===== src/sv/gmed_pkg.sv =====
// gmed_pkg: shared types and constants of the grid median energy density block
// no dependencies; imported by gmed_locate, gmed_rho and the top level

package gmed_pkg;

    // default grid shape and cell sum width
    localparam int ETA_CELLS_DEF = 8;
    localparam int PHI_CELLS_DEF = 10;
    localparam int SUM_BITS_DEF  = 24;

    // payload widths
    localparam int ETA_W = 14;
    localparam int PHI_W = 15;
    localparam int PT_W  = 20;
    localparam int RHO_W = 26;

    // widest grid index (up to 16 cells per axis)
    localparam int IDX_W = 4;

    // eta grid in milli-units, phi codes per full turn
    localparam int ETA_FIRST = -2100;
    localparam int ETA_STEP  = 600;
    localparam int ETA_HALF  = 300;
    localparam int PHI_CODES = 20480;

    // rho scaling: floor(s * 43461 * phi_cells / 327680), clipped to 26 bits
    localparam int          RHO_MULT = 43461;
    localparam int          RHO_DEN  = 327680;
    localparam int          SCALED_W = 28;
    localparam logic [25:0] RHO_MAX  = 26'h3FFFFFF;

    // cells a candidate touches: up to two eta rows and two phi columns
    typedef struct packed {
        logic             eta_any;
        logic             eta_two;
        logic [IDX_W-1:0] eta_lo;
        logic [IDX_W-1:0] eta_hi;
        logic             phi_two;
        logic [IDX_W-1:0] phi_lo;
        logic [IDX_W-1:0] phi_hi;
    } cell_span_t;

    // control sequencer
    typedef enum logic [3:0] {
        ST_CLEAR,
        ST_IDLE,
        ST_RD,
        ST_WR,
        ST_SCAN,
        ST_DRAIN,
        ST_DECIDE,
        ST_START,
        ST_SCALE,
        ST_OUT
    } state_t;

endpackage


===== src/sv/gmed_ram.sv =====
// gmed_ram: generic single write port, single read port memory
// registered read data; no dependencies

module gmed_ram #(
    parameter int WIDTH = 24,
    parameter int DEPTH = 80
) (
    input  logic                     clk,
    input  logic                     we,
    input  logic [$clog2(DEPTH)-1:0] waddr,
    input  logic [WIDTH-1:0]         wdata,
    input  logic [$clog2(DEPTH)-1:0] raddr,
    output logic [WIDTH-1:0]         rdata
);

    logic [WIDTH-1:0] mem [DEPTH];
    logic [WIDTH-1:0] rdata_reg;

    // write port
    always_ff @(posedge clk)
    begin
        if (we)
        begin
            mem[waddr] <= wdata;
        end
    end

    // registered read port
    always_ff @(posedge clk)
    begin
        rdata_reg <= mem[raddr];
    end

    assign rdata = rdata_reg;

endmodule


===== src/sv/gmed_locate.sv =====
// gmed_locate: finds the eta rows and phi columns a candidate falls into
// depends on gmed_pkg; result registered when a word is taken

module gmed_locate #(
    parameter int ETA_CELLS = gmed_pkg::ETA_CELLS_DEF,
    parameter int PHI_CELLS = gmed_pkg::PHI_CELLS_DEF
) (
    input  logic                            clk,
    input  logic                            load,
    input  logic signed [gmed_pkg::ETA_W-1:0] eta,
    input  logic [gmed_pkg::PHI_W-1:0]      phi,
    output gmed_pkg::cell_span_t            span
);

    import gmed_pkg::*;

    // scaled phi: phi * PHI_CELLS, one column spans PHI_CODES of it
    localparam int YW = $clog2(PHI_CELLS * PHI_CODES + 1);

    logic [PHI_W-1:0]     phi_m;
    logic [YW-1:0]        phi_y;
    logic signed [15:0]   eta_x;
    logic [ETA_CELLS-1:0] eta_hit;
    logic [PHI_CELLS-1:0] phi_hit;
    cell_span_t           span_next;
    cell_span_t           span_reg;

    // membership tests, one per row and per column, edges inclusive
    always_comb
    begin
        phi_m = (phi >= PHI_W'(PHI_CODES)) ? phi - PHI_W'(PHI_CODES) : phi;
        phi_y = YW'(int'(phi_m) * PHI_CELLS);
        eta_x = 16'(eta);
        for (int i = 0; i < ETA_CELLS; i++)
        begin
            eta_hit[i] = (eta_x >= 16'(ETA_FIRST - ETA_HALF + ETA_STEP * i)) &&
                         (eta_x <= 16'(ETA_FIRST + ETA_HALF + ETA_STEP * i));
        end
        for (int j = 0; j < PHI_CELLS; j++)
        begin
            phi_hit[j] = ((phi_y >= YW'(j * PHI_CODES)) &&
                          (phi_y <= YW'((j + 1) * PHI_CODES))) ||
                         ((j == PHI_CELLS - 1) && (phi_y == '0));
        end
    end

    // lowest and highest hit on each axis
    always_comb
    begin
        span_next = '0;
        for (int i = ETA_CELLS - 1; i >= 0; i--)
        begin
            if (eta_hit[i])
            begin
                span_next.eta_lo = IDX_W'(i);
            end
        end
        for (int i = 0; i < ETA_CELLS; i++)
        begin
            if (eta_hit[i])
            begin
                span_next.eta_hi = IDX_W'(i);
            end
        end
        for (int j = PHI_CELLS - 1; j >= 0; j--)
        begin
            if (phi_hit[j])
            begin
                span_next.phi_lo = IDX_W'(j);
            end
        end
        for (int j = 0; j < PHI_CELLS; j++)
        begin
            if (phi_hit[j])
            begin
                span_next.phi_hi = IDX_W'(j);
            end
        end
        span_next.eta_any = |eta_hit;
        span_next.eta_two = span_next.eta_any && (span_next.eta_lo != span_next.eta_hi);
        span_next.phi_two = span_next.phi_lo != span_next.phi_hi;
    end

    always_ff @(posedge clk)
    begin
        if (load)
        begin
            span_reg <= span_next;
        end
    end

    assign span = span_reg;

endmodule


===== src/sv/gmed_rho.sv =====
// gmed_rho: scales the sum of the two middle cell sums into rho
// depends on gmed_pkg; three register stages, result held until next start

module gmed_rho #(
    parameter int PHI_CELLS = gmed_pkg::PHI_CELLS_DEF,
    parameter int SUM_BITS  = gmed_pkg::SUM_BITS_DEF
) (
    input  logic                       clk,
    input  logic                       rst_n,
    input  logic                       start,
    input  logic [SUM_BITS:0]          sum_ab,
    output logic                       done,
    output logic [gmed_pkg::RHO_W-1:0] rho
);

    import gmed_pkg::*;

    localparam int              KW      = 20;
    localparam longint unsigned RhoK    = longint'(RHO_MULT) * longint'(PHI_CELLS);
    localparam longint unsigned RhoDen  = longint'(RHO_DEN);
    // smallest sum whose scaled value overflows the rho field
    localparam longint unsigned SumLim  = ((64'd1 << RHO_W) * RhoDen + RhoK - 1) / RhoK;
    localparam logic [KW-1:0]   KConst  = KW'(RhoK);
    // floor(q / 5) = (q * Recip5) >> 34 for any 32-bit q
    localparam logic [31:0]     Recip5  = 32'hCCCCCCCD;

    logic                       v1_reg, v2_reg, v3_reg;
    logic                       over1_reg, over2_reg, over3_reg;
    logic [SCALED_W-1:0]        s_reg;
    logic [SCALED_W+KW-1:0]     prod_reg;
    logic [63:0]                quot_reg;

    // stage valid flags
    always_ff @(posedge clk or negedge rst_n)
    begin
        if (!rst_n)
        begin
            v1_reg <= 1'b0;
            v2_reg <= 1'b0;
            v3_reg <= 1'b0;
        end
        else
        begin
            v1_reg <= start;
            v2_reg <= v1_reg;
            v3_reg <= v2_reg;
        end
    end

    // clip check, multiply by the area factor, divide by 5 * 2^16
    always_ff @(posedge clk)
    begin
        if (start)
        begin
            over1_reg <= 64'(sum_ab) >= SumLim;
            s_reg     <= (64'(sum_ab) >= SumLim) ? '0 : SCALED_W'(sum_ab);
        end
        if (v1_reg)
        begin
            over2_reg <= over1_reg;
            prod_reg  <= s_reg * KConst;
        end
        if (v2_reg)
        begin
            over3_reg <= over2_reg;
            quot_reg  <= 64'(prod_reg[SCALED_W+KW-1:16]) * 64'(Recip5);
        end
    end

    assign done = v3_reg;
    assign rho  = over3_reg ? RHO_MAX : quot_reg[34+RHO_W-1:34];

endmodule


===== src/sv/grid_median_energy_density.sv =====
// grid_median_energy_density: top level, sequencer around the cell sum memory
// depends on gmed_pkg, gmed_ram, gmed_locate, gmed_rho
//
// Accumulates candidate pt into an ETA_CELLS x PHI_CELLS eta-phi grid held in
// one memory and, on the word marked last, returns rho = median cell sum
// scaled by the cell area, with a flag if any cell sum clipped. A candidate
// is taken in ST_IDLE, then gets a read (ST_RD) and a write (ST_WR) for each
// cell it touches (1 to 4 cells); a candidate outside every eta row gets
// only the read; a word with no candidate and no last is taken in ST_IDLE
// alone. At the end of an event the median is found by a bitwise rank
// search over the memory's single read port: SUM_BITS passes, each a scan of
// every cell, a drain and a decide step, then scaling in gmed_rho and a clear
// sweep over all ETA_CELLS*PHI_CELLS cells (80 for the default grid); the
// same sweep runs after reset. in_stall is high throughout. The result waits
// in an output register and does not hold up the next event's candidates.

module grid_median_energy_density #(
    parameter int ETA_CELLS = gmed_pkg::ETA_CELLS_DEF,
    parameter int PHI_CELLS = gmed_pkg::PHI_CELLS_DEF,
    parameter int SUM_BITS  = gmed_pkg::SUM_BITS_DEF
) (
    input  logic                              clk,
    input  logic                              rst_n,
    input  logic                              in_valid,
    output logic                              in_stall,
    input  logic signed [gmed_pkg::ETA_W-1:0] eta,
    input  logic [gmed_pkg::PHI_W-1:0]        phi,
    input  logic [gmed_pkg::PT_W-1:0]         pt,
    input  logic                              has_candidate,
    input  logic                              last,
    output logic                              out_valid,
    input  logic                              out_stall,
    output logic [gmed_pkg::RHO_W-1:0]        rho,
    output logic                              saturated
);

    import gmed_pkg::*;

    localparam int NCells = ETA_CELLS * PHI_CELLS;
    localparam int AddrW  = $clog2(NCells);
    localparam int CntW   = $clog2(NCells + 1);
    localparam int RankLo = (NCells - 1) / 2;
    localparam int RankHi = NCells / 2;

    state_t              state_reg, state_next;
    logic [CntW-1:0]     k_reg, k_next;
    logic                e_sel_reg, e_sel_next;
    logic                p_sel_reg, p_sel_next;
    logic [PT_W-1:0]     pt_reg, pt_next;
    logic                last_reg, last_next;
    logic                clip_reg, clip_next;
    logic                dv_reg;
    logic [SUM_BITS-1:0] bsel_reg, bsel_next;
    logic [SUM_BITS-1:0] mask_reg, mask_next;
    logic [SUM_BITS-1:0] pfx_a_reg, pfx_a_next;
    logic [SUM_BITS-1:0] pfx_b_reg, pfx_b_next;
    logic [AddrW-1:0]    krem_a_reg, krem_a_next;
    logic [AddrW-1:0]    krem_b_reg, krem_b_next;
    logic [CntW-1:0]     cnt_a_reg, cnt_a_next;
    logic [CntW-1:0]     cnt_b_reg, cnt_b_next;
    logic                out_valid_reg, out_valid_next;
    logic [RHO_W-1:0]    rho_reg, rho_next;
    logic                sat_reg, sat_next;

    logic                accept;
    logic                start_sel;
    logic                rho_start;
    logic                rho_done;
    logic [RHO_W-1:0]    rho_val;
    logic [SUM_BITS:0]   sum_ab;
    logic [SUM_BITS:0]   sum_wide;
    logic                match_a, match_b;
    logic [IDX_W-1:0]    e_idx, p_idx;
    logic [AddrW-1:0]    cell_addr;
    cell_span_t          span;

    logic                ram_we;
    logic [AddrW-1:0]    ram_waddr;
    logic [SUM_BITS-1:0] ram_wdata;
    logic [AddrW-1:0]    ram_raddr;
    logic [SUM_BITS-1:0] ram_rdata;

    assign accept = in_valid && !in_stall;

    // cell sum memory
    gmed_ram #(
        .WIDTH (SUM_BITS),
        .DEPTH (NCells)
    ) u_ram (
        .clk   (clk),
        .we    (ram_we),
        .waddr (ram_waddr),
        .wdata (ram_wdata),
        .raddr (ram_raddr),
        .rdata (ram_rdata)
    );

    // candidate cell finder
    gmed_locate #(
        .ETA_CELLS (ETA_CELLS),
        .PHI_CELLS (PHI_CELLS)
    ) u_locate (
        .clk  (clk),
        .load (accept),
        .eta  (eta),
        .phi  (phi),
        .span (span)
    );

    // median scaling
    assign sum_ab = (SUM_BITS+1)'(pfx_a_reg) + (SUM_BITS+1)'(pfx_b_reg);

    gmed_rho #(
        .PHI_CELLS (PHI_CELLS),
        .SUM_BITS  (SUM_BITS)
    ) u_rho (
        .clk    (clk),
        .rst_n  (rst_n),
        .start  (rho_start),
        .sum_ab (sum_ab),
        .done   (rho_done),
        .rho    (rho_val)
    );

    // address of the cell being updated
    assign e_idx     = e_sel_reg ? span.eta_hi : span.eta_lo;
    assign p_idx     = p_sel_reg ? span.phi_hi : span.phi_lo;
    assign cell_addr = AddrW'(int'(e_idx) * PHI_CELLS + int'(p_idx));

    // saturating add for the read-modify-write
    assign sum_wide = (SUM_BITS+1)'(ram_rdata) + (SUM_BITS+1)'(pt_reg);

    // rank search: sums sharing the decided upper bits with a zero at this bit
    assign match_a = (((ram_rdata ^ pfx_a_reg) & mask_reg) == '0) &&
                     ((ram_rdata & bsel_reg) == '0);
    assign match_b = (((ram_rdata ^ pfx_b_reg) & mask_reg) == '0) &&
                     ((ram_rdata & bsel_reg) == '0);

    // state and control registers
    always_ff @(posedge clk or negedge rst_n)
    begin
        if (!rst_n)
        begin
            state_reg     <= ST_CLEAR;
            k_reg         <= '0;
            clip_reg      <= 1'b0;
            dv_reg        <= 1'b0;
            out_valid_reg <= 1'b0;
            e_sel_reg     <= 1'b0;
            p_sel_reg     <= 1'b0;
            last_reg      <= 1'b0;
        end
        else
        begin
            state_reg     <= state_next;
            k_reg         <= k_next;
            clip_reg      <= clip_next;
            dv_reg        <= (state_reg == ST_SCAN);
            out_valid_reg <= out_valid_next;
            e_sel_reg     <= e_sel_next;
            p_sel_reg     <= p_sel_next;
            last_reg      <= last_next;
        end
    end

    // datapath registers
    always_ff @(posedge clk)
    begin
        pt_reg     <= pt_next;
        bsel_reg   <= bsel_next;
        mask_reg   <= mask_next;
        pfx_a_reg  <= pfx_a_next;
        pfx_b_reg  <= pfx_b_next;
        krem_a_reg <= krem_a_next;
        krem_b_reg <= krem_b_next;
        cnt_a_reg  <= cnt_a_next;
        cnt_b_reg  <= cnt_b_next;
        rho_reg    <= rho_next;
        sat_reg    <= sat_next;
    end

    // next state and outputs
    always_comb
    begin
        state_next     = state_reg;
        k_next         = k_reg;
        e_sel_next     = e_sel_reg;
        p_sel_next     = p_sel_reg;
        pt_next        = pt_reg;
        last_next      = last_reg;
        clip_next      = clip_reg;
        bsel_next      = bsel_reg;
        mask_next      = mask_reg;
        pfx_a_next     = pfx_a_reg;
        pfx_b_next     = pfx_b_reg;
        krem_a_next    = krem_a_reg;
        krem_b_next    = krem_b_reg;
        cnt_a_next     = cnt_a_reg;
        cnt_b_next     = cnt_b_reg;
        rho_next       = rho_reg;
        sat_next       = sat_reg;
        out_valid_next = out_valid_reg && out_stall;
        in_stall       = (state_reg != ST_IDLE);
        ram_we         = 1'b0;
        ram_waddr      = cell_addr;
        ram_wdata      = '0;
        ram_raddr      = k_reg[AddrW-1:0];
        start_sel      = 1'b0;
        rho_start      = 1'b0;

        // count matches as scan data returns
        if (dv_reg)
        begin
            cnt_a_next = cnt_a_reg + CntW'(match_a);
            cnt_b_next = cnt_b_reg + CntW'(match_b);
        end

        case (state_reg)
            ST_CLEAR:
            begin
                ram_we    = 1'b1;
                ram_waddr = k_reg[AddrW-1:0];
                if (k_reg == CntW'(NCells - 1))
                begin
                    k_next     = '0;
                    state_next = ST_IDLE;
                end
                else
                begin
                    k_next = k_reg + 1'b1;
                end
            end
            ST_IDLE:
            begin
                if (in_valid)
                begin
                    pt_next    = pt;
                    last_next  = last;
                    e_sel_next = 1'b0;
                    p_sel_next = 1'b0;
                    if (has_candidate)
                    begin
                        state_next = ST_RD;
                    end
                    else if (last)
                    begin
                        start_sel = 1'b1;
                    end
                end
            end
            ST_RD:
            begin
                ram_raddr = cell_addr;
                if (span.eta_any)
                begin
                    state_next = ST_WR;
                end
                else if (last_reg)
                begin
                    start_sel = 1'b1;
                end
                else
                begin
                    state_next = ST_IDLE;
                end
            end
            ST_WR:
            begin
                // the next cell read starts after this write, so no overlap
                ram_we = 1'b1;
                if (sum_wide[SUM_BITS])
                begin
                    ram_wdata = '1;
                    clip_next = 1'b1;
                end
                else
                begin
                    ram_wdata = sum_wide[SUM_BITS-1:0];
                end
                if (!p_sel_reg && span.phi_two)
                begin
                    p_sel_next = 1'b1;
                    state_next = ST_RD;
                end
                else if (!e_sel_reg && span.eta_two)
                begin
                    e_sel_next = 1'b1;
                    p_sel_next = 1'b0;
                    state_next = ST_RD;
                end
                else if (last_reg)
                begin
                    start_sel = 1'b1;
                end
                else
                begin
                    state_next = ST_IDLE;
                end
            end
            ST_SCAN:
            begin
                if (k_reg == CntW'(NCells - 1))
                begin
                    k_next     = '0;
                    state_next = ST_DRAIN;
                end
                else
                begin
                    k_next = k_reg + 1'b1;
                end
            end
            ST_DRAIN:
            begin
                state_next = ST_DECIDE;
            end
            ST_DECIDE:
            begin
                // settle this bit of both ranked values
                if (CntW'(krem_a_reg) >= cnt_a_reg)
                begin
                    pfx_a_next  = pfx_a_reg | bsel_reg;
                    krem_a_next = krem_a_reg - AddrW'(cnt_a_reg);
                end
                if (CntW'(krem_b_reg) >= cnt_b_reg)
                begin
                    pfx_b_next  = pfx_b_reg | bsel_reg;
                    krem_b_next = krem_b_reg - AddrW'(cnt_b_reg);
                end
                cnt_a_next = '0;
                cnt_b_next = '0;
                if (bsel_reg[0])
                begin
                    state_next = ST_START;
                end
                else
                begin
                    bsel_next  = bsel_reg >> 1;
                    mask_next  = mask_reg | bsel_reg;
                    state_next = ST_SCAN;
                end
            end
            ST_START:
            begin
                rho_start  = 1'b1;
                state_next = ST_SCALE;
            end
            ST_SCALE:
            begin
                if (rho_done)
                begin
                    state_next = ST_OUT;
                end
            end
            ST_OUT:
            begin
                if (!out_valid_reg || !out_stall)
                begin
                    out_valid_next = 1'b1;
                    rho_next       = rho_val;
                    sat_next       = clip_reg;
                    clip_next      = 1'b0;
                    k_next         = '0;
                    state_next     = ST_CLEAR;
                end
            end
            default:
            begin
                state_next = ST_IDLE;
            end
        endcase

        // begin the median search from the top bit
        if (start_sel)
        begin
            bsel_next   = {1'b1, {(SUM_BITS-1){1'b0}}};
            mask_next   = '0;
            pfx_a_next  = '0;
            pfx_b_next  = '0;
            krem_a_next = AddrW'(RankLo);
            krem_b_next = AddrW'(RankHi);
            cnt_a_next  = '0;
            cnt_b_next  = '0;
            k_next      = '0;
            state_next  = ST_SCAN;
        end
    end

    assign out_valid = out_valid_reg;
    assign rho       = rho_reg;
    assign saturated = sat_reg;

endmodule


===== config.mk =====
export PLATFORM = sky130hd
export DESIGN_NAME = grid_median_energy_density
export DESIGN_NICKNAME = d
export VERILOG_FILES = /design/src/sv/gmed_pkg.sv /design/src/sv/gmed_ram.sv /design/src/sv/gmed_locate.sv /design/src/sv/gmed_rho.sv /design/src/sv/grid_median_energy_density.sv
export SDC_FILE = /design/constraint.sdc
export NUM_CORES = 2
export LEC_CHECK = 0
export ABC_AREA = 0
export BUFFER_PORTS_ARGS = -buffer_cell sky130_fd_sc_hd__buf_2
export CAP_MARGIN = 20
export CELL_PAD_IN_SITES_DETAIL_PLACEMENT = 1
export CELL_PAD_IN_SITES_GLOBAL_PLACEMENT = 1
export CORE_UTILIZATION = 25
export CTS_CLUSTER_DIAMETER = 80
export DETAILED_ROUTE_END_ITERATION = 8
export GPL_ROUTABILITY_DRIVEN = 0
export GPL_TIMING_DRIVEN = 1
export HOLD_SLACK_MARGIN = 0.06
export PLACE_DENSITY_LB_ADDON = 0.1
export SLEW_MARGIN = 30
export SYNTH_ARGS = -nofsm -noshare
export SYNTH_HDL_FRONTEND = slang
export SYNTH_SLANG_ARGS = --single-unit

===== constraint.sdc =====
create_clock -name clk -period 9.37 [get_ports clk]
set_clock_uncertainty 0.05 [all_clocks]
set_input_delay 0.937 -clock clk [delete_from_list [all_inputs] [get_ports clk]]
set_output_delay 0.937 -clock clk [all_outputs]
set_load 0.02 [all_outputs]

==> reports/metrics.yaml <==
synth:
  synth_warnings: 0
  synth-edff-count: 2063
  syn_area_mm2: 0.1090
  avgSynthCellArea_um2: 12.02
  synth_top_area_share_pct: 56.82
  ys_types: 88
  ys_seq_elements: 2231
  syn-num-nets: 10050
  yosys_most_used_dff: "edfxtp_1"
  synthArstFlopShare_pct: 0.8965
  yosys.area.top_type: "edfxtp_1"
  syn_inst: 9070
  synth_seq_area_share_pct: 60.00
  synth_common_cells: "nand2_1, edfxtp_1, inv_1"
  yosysMostFrequentCell: "nand2_1"
  synth_area_leaders: "edfxtp_1, nand2_1, fa_1"
detailed_routing:
  dr.pass1.iters: 7
  dr.first_iter.drc_count: 4086
  drc_errors: 0
  wl_per_cell_um: 25.50
  ant_nets: 0
  num_vias: 71690
  routed_wl_um: 386600
  vias_per_cell: 4.728
cts:
  clock_latency_ps: 920
  cts_inserted_buffers: 285
  cts_resized: 0
  htreeDepth: 5
  cts_root_buf: "clkbuf_16"
  cts_tree: "yes"
  clkTransAtPathRegs_ps: 60
  max-clock-path-buffers: 4
  cts_sinks: 2231
finish:
  largest_reg_flops: 1920
  layout.nets: 10170
  synthToLayoutAreaGrowth_pct: 16.88
  drive_above_1_share_pct: 9.294
  postLayoutCellArea_mm2: 0.1274
  n_fill_cell: 47120
power:
  power.leakage_nw: 46.17
  switching_share_pct: 21.18
  seqPwrFrac_pct: 49.8
  clkPwrFrac_pct: 49.1
  p_int_mw: 16.98
  p_comb_share_pct: 1.2
  vdd_drop_max_mv: 0.1147
  p_switching_mw: 4.564
  power_per_cell_area_mw_per_mm2: 169.1
worst_setup_path:
  worst_path_most_repeated_cell: "fa_1"
  cpPeakStageDelay_ps: 650
  critPathCaptureType: "flop"
  crit_path_top_delay_cell: "fa_1"
  critPathMaxFanout: 6
  arrival_ps: 8760
  critPathBufInv: 5
  crit_type: "flop to flop"
  crit_required_ps: 9940
  r2r_cells: 25
  path_delay_family: "adder cells"
  start_kind: "flop"
  path_depth: 25
grt:
  grt_max_degree: 121
  antenna_found_initial: 17
  grt_pass1_vias: 75650
  grt_pass1_wl_um: 555700
  grtUsageTotal_pct: 17.32
  overflow: 0
timing:
  maxSlewHeadroom_pct: 26.32
  period_minus_slack_ps: 8186
  fin_crit_sh_pct: 87.37
  hold_ws_ps: 211.1
  drv_slew: 0
  finalSetupViolCount: 0
  tns_ps: 0
  fmax_ghz: 0.1222
  finalHoldViolCount: 0
  rsz0062_at_grt: "no"
  worst_slew_pin_slew_ps: 1099
die:
  die_x_um: 662.4
  core_area_mm2: 0.4342
  die_area_mm2: 0.4387
  num_rows: 242
  ios: 84
  die_y_um: 662.4
  start_util_pct: 25.11
flow_run:
  maxCapViolations: 0
placement:
  port_buffers: 83
  dp_hpwl_um: 245500
  postPlaceCellArea_mm2: 0.1184
hold_path:
  hold_depth: 1
  worstHoldPathType: "input pin to flop"
run_status:
  status: "completed"
==> repair_timing <==
| action | in CTS | in global routing |
|---|---|---|
| hold buffers | 1 | 0 |
| hold endpoints to repair | 20 | 0 |
| buffers inserted | 0 | 0 |
==> metal layers <==
metal  track usage (%)  share of wire (%)  vias to the layer above
li1                  -                  -                    32850
met2             30.48                 50                      994
met5                 0                  0                        -
met4             3.861                2.3                        0
met1             22.99                 45                    37440
met3             1.594                2.9                      408
==> final timing paths <==
path | startpoint | endpoint | slack [ps]
max in group asynchronous | rst_n | u_rho.v2_reg | 8080
hold / removal | pt[15] | pt_reg[15] | 210
min in group asynchronous | rst_n | dv_reg | 630
setup / recovery | u_rho.prod_reg[23] | u_rho.quot_reg[59] | 1180
hold reg to reg | u_rho.quot_reg[35] | rho[1] | 370
setup reg to reg | u_rho.prod_reg[23] | u_rho.quot_reg[59] | 1180
==> through the flow <==
step / std cells / power [mW] / setup slack (ps) / utilization [%]
3_3_place_gp: 14600 / 11.18 / 1031 / 27.04
5_1_grt: 15150 / 22.27 / 689.5 / 29.34
2_1_floorplan: 9070 / 11.11 / 2070 / -
4_1_cts: 15150 / 21.90 / 1008 / 29.30
6_report: 15160 / 21.55 / 1184 / 29.35
3_5_place_dp: 14640 / 11.18 / 968.4 / 27.27
==> power groups by stage <==
stage | sequential [mW] | clock [mW] | combinational, mW
6_report | 10.7 | 10.6 | 0.252
5_1_grt | 10.7 | 11.3 | 0.279
4_1_cts | 10.7 | 10.9 | 0.254
3_5_place_dp | 10.9 | 0 | 0.252
3_3_place_gp | 10.9 | 0 | 0.249
2_1_floorplan | 10.9 | 0 | 0.183
==> cell type report <==
| class | instances | area, µm² | share of cell area (%) |
|---|---|---|---|
| Clock buffer | 379 | 7812 | 6.131 |
| Inverter | 633 | 2376 | 1.865 |
| Timing Repair Buffer | 315 | 3273 | 2.569 |
| Tap cell | 5734 | 7174 | 5.630 |
| Antenna cell | 14 | 35.03 | 0.02749 |
| Clock inverter | 127 | 991.0 | 0.7777 |
| Sequential cell | 2231 | 65410 | 51.34 |
| Multi-Input combinational cell | 5730 | 40350 | 31.66 |
==> kinds of logic (layout without fill, tap and decap cells) <==
family / count (synthesis) / after routing / share of synthesized area [%]
adder cells (fa/ha/maj): 920 / 920 / 13.10
AO/OA/AOI/OAI: 1268 / 1268 / 8.221
buffers and inverters: 1109 / 1454 / 3.873
other: 0 / 14 / 0
XOR/XNOR: 171 / 171 / 1.381
AND/OR/NAND/NOR: 3344 / 3344 / 13.17
multiplexers: 27 / 27 / 0.2582
flip-flops: 2231 / 2231 / 60.00
==> placed cells by master, fill, tap and decap left out, types with 88 or more instances in the layout <==
master / synthesis / routed
and3_1: 253 / 253
buf_4: 0 / 163
a21oi_1: 294 / 289
clkbuf_16: 0 / 301
ha_1: 551 / 551
xor2_1: 88 / 88
inv_1: 632 / 632
dfxtp_1: 148 / 148
nand3_1: 518 / 518
nor2_1: 301 / 217
nand2_1: 2078 / 2072
edfxtp_1: 2063 / 2063
fa_1: 369 / 369
a31oi_1: 137 / 137
a211oi_1: 114 / 96
a311oi_1: 362 / 356
No activity file was read; power rests on OpenSTA's default activity.
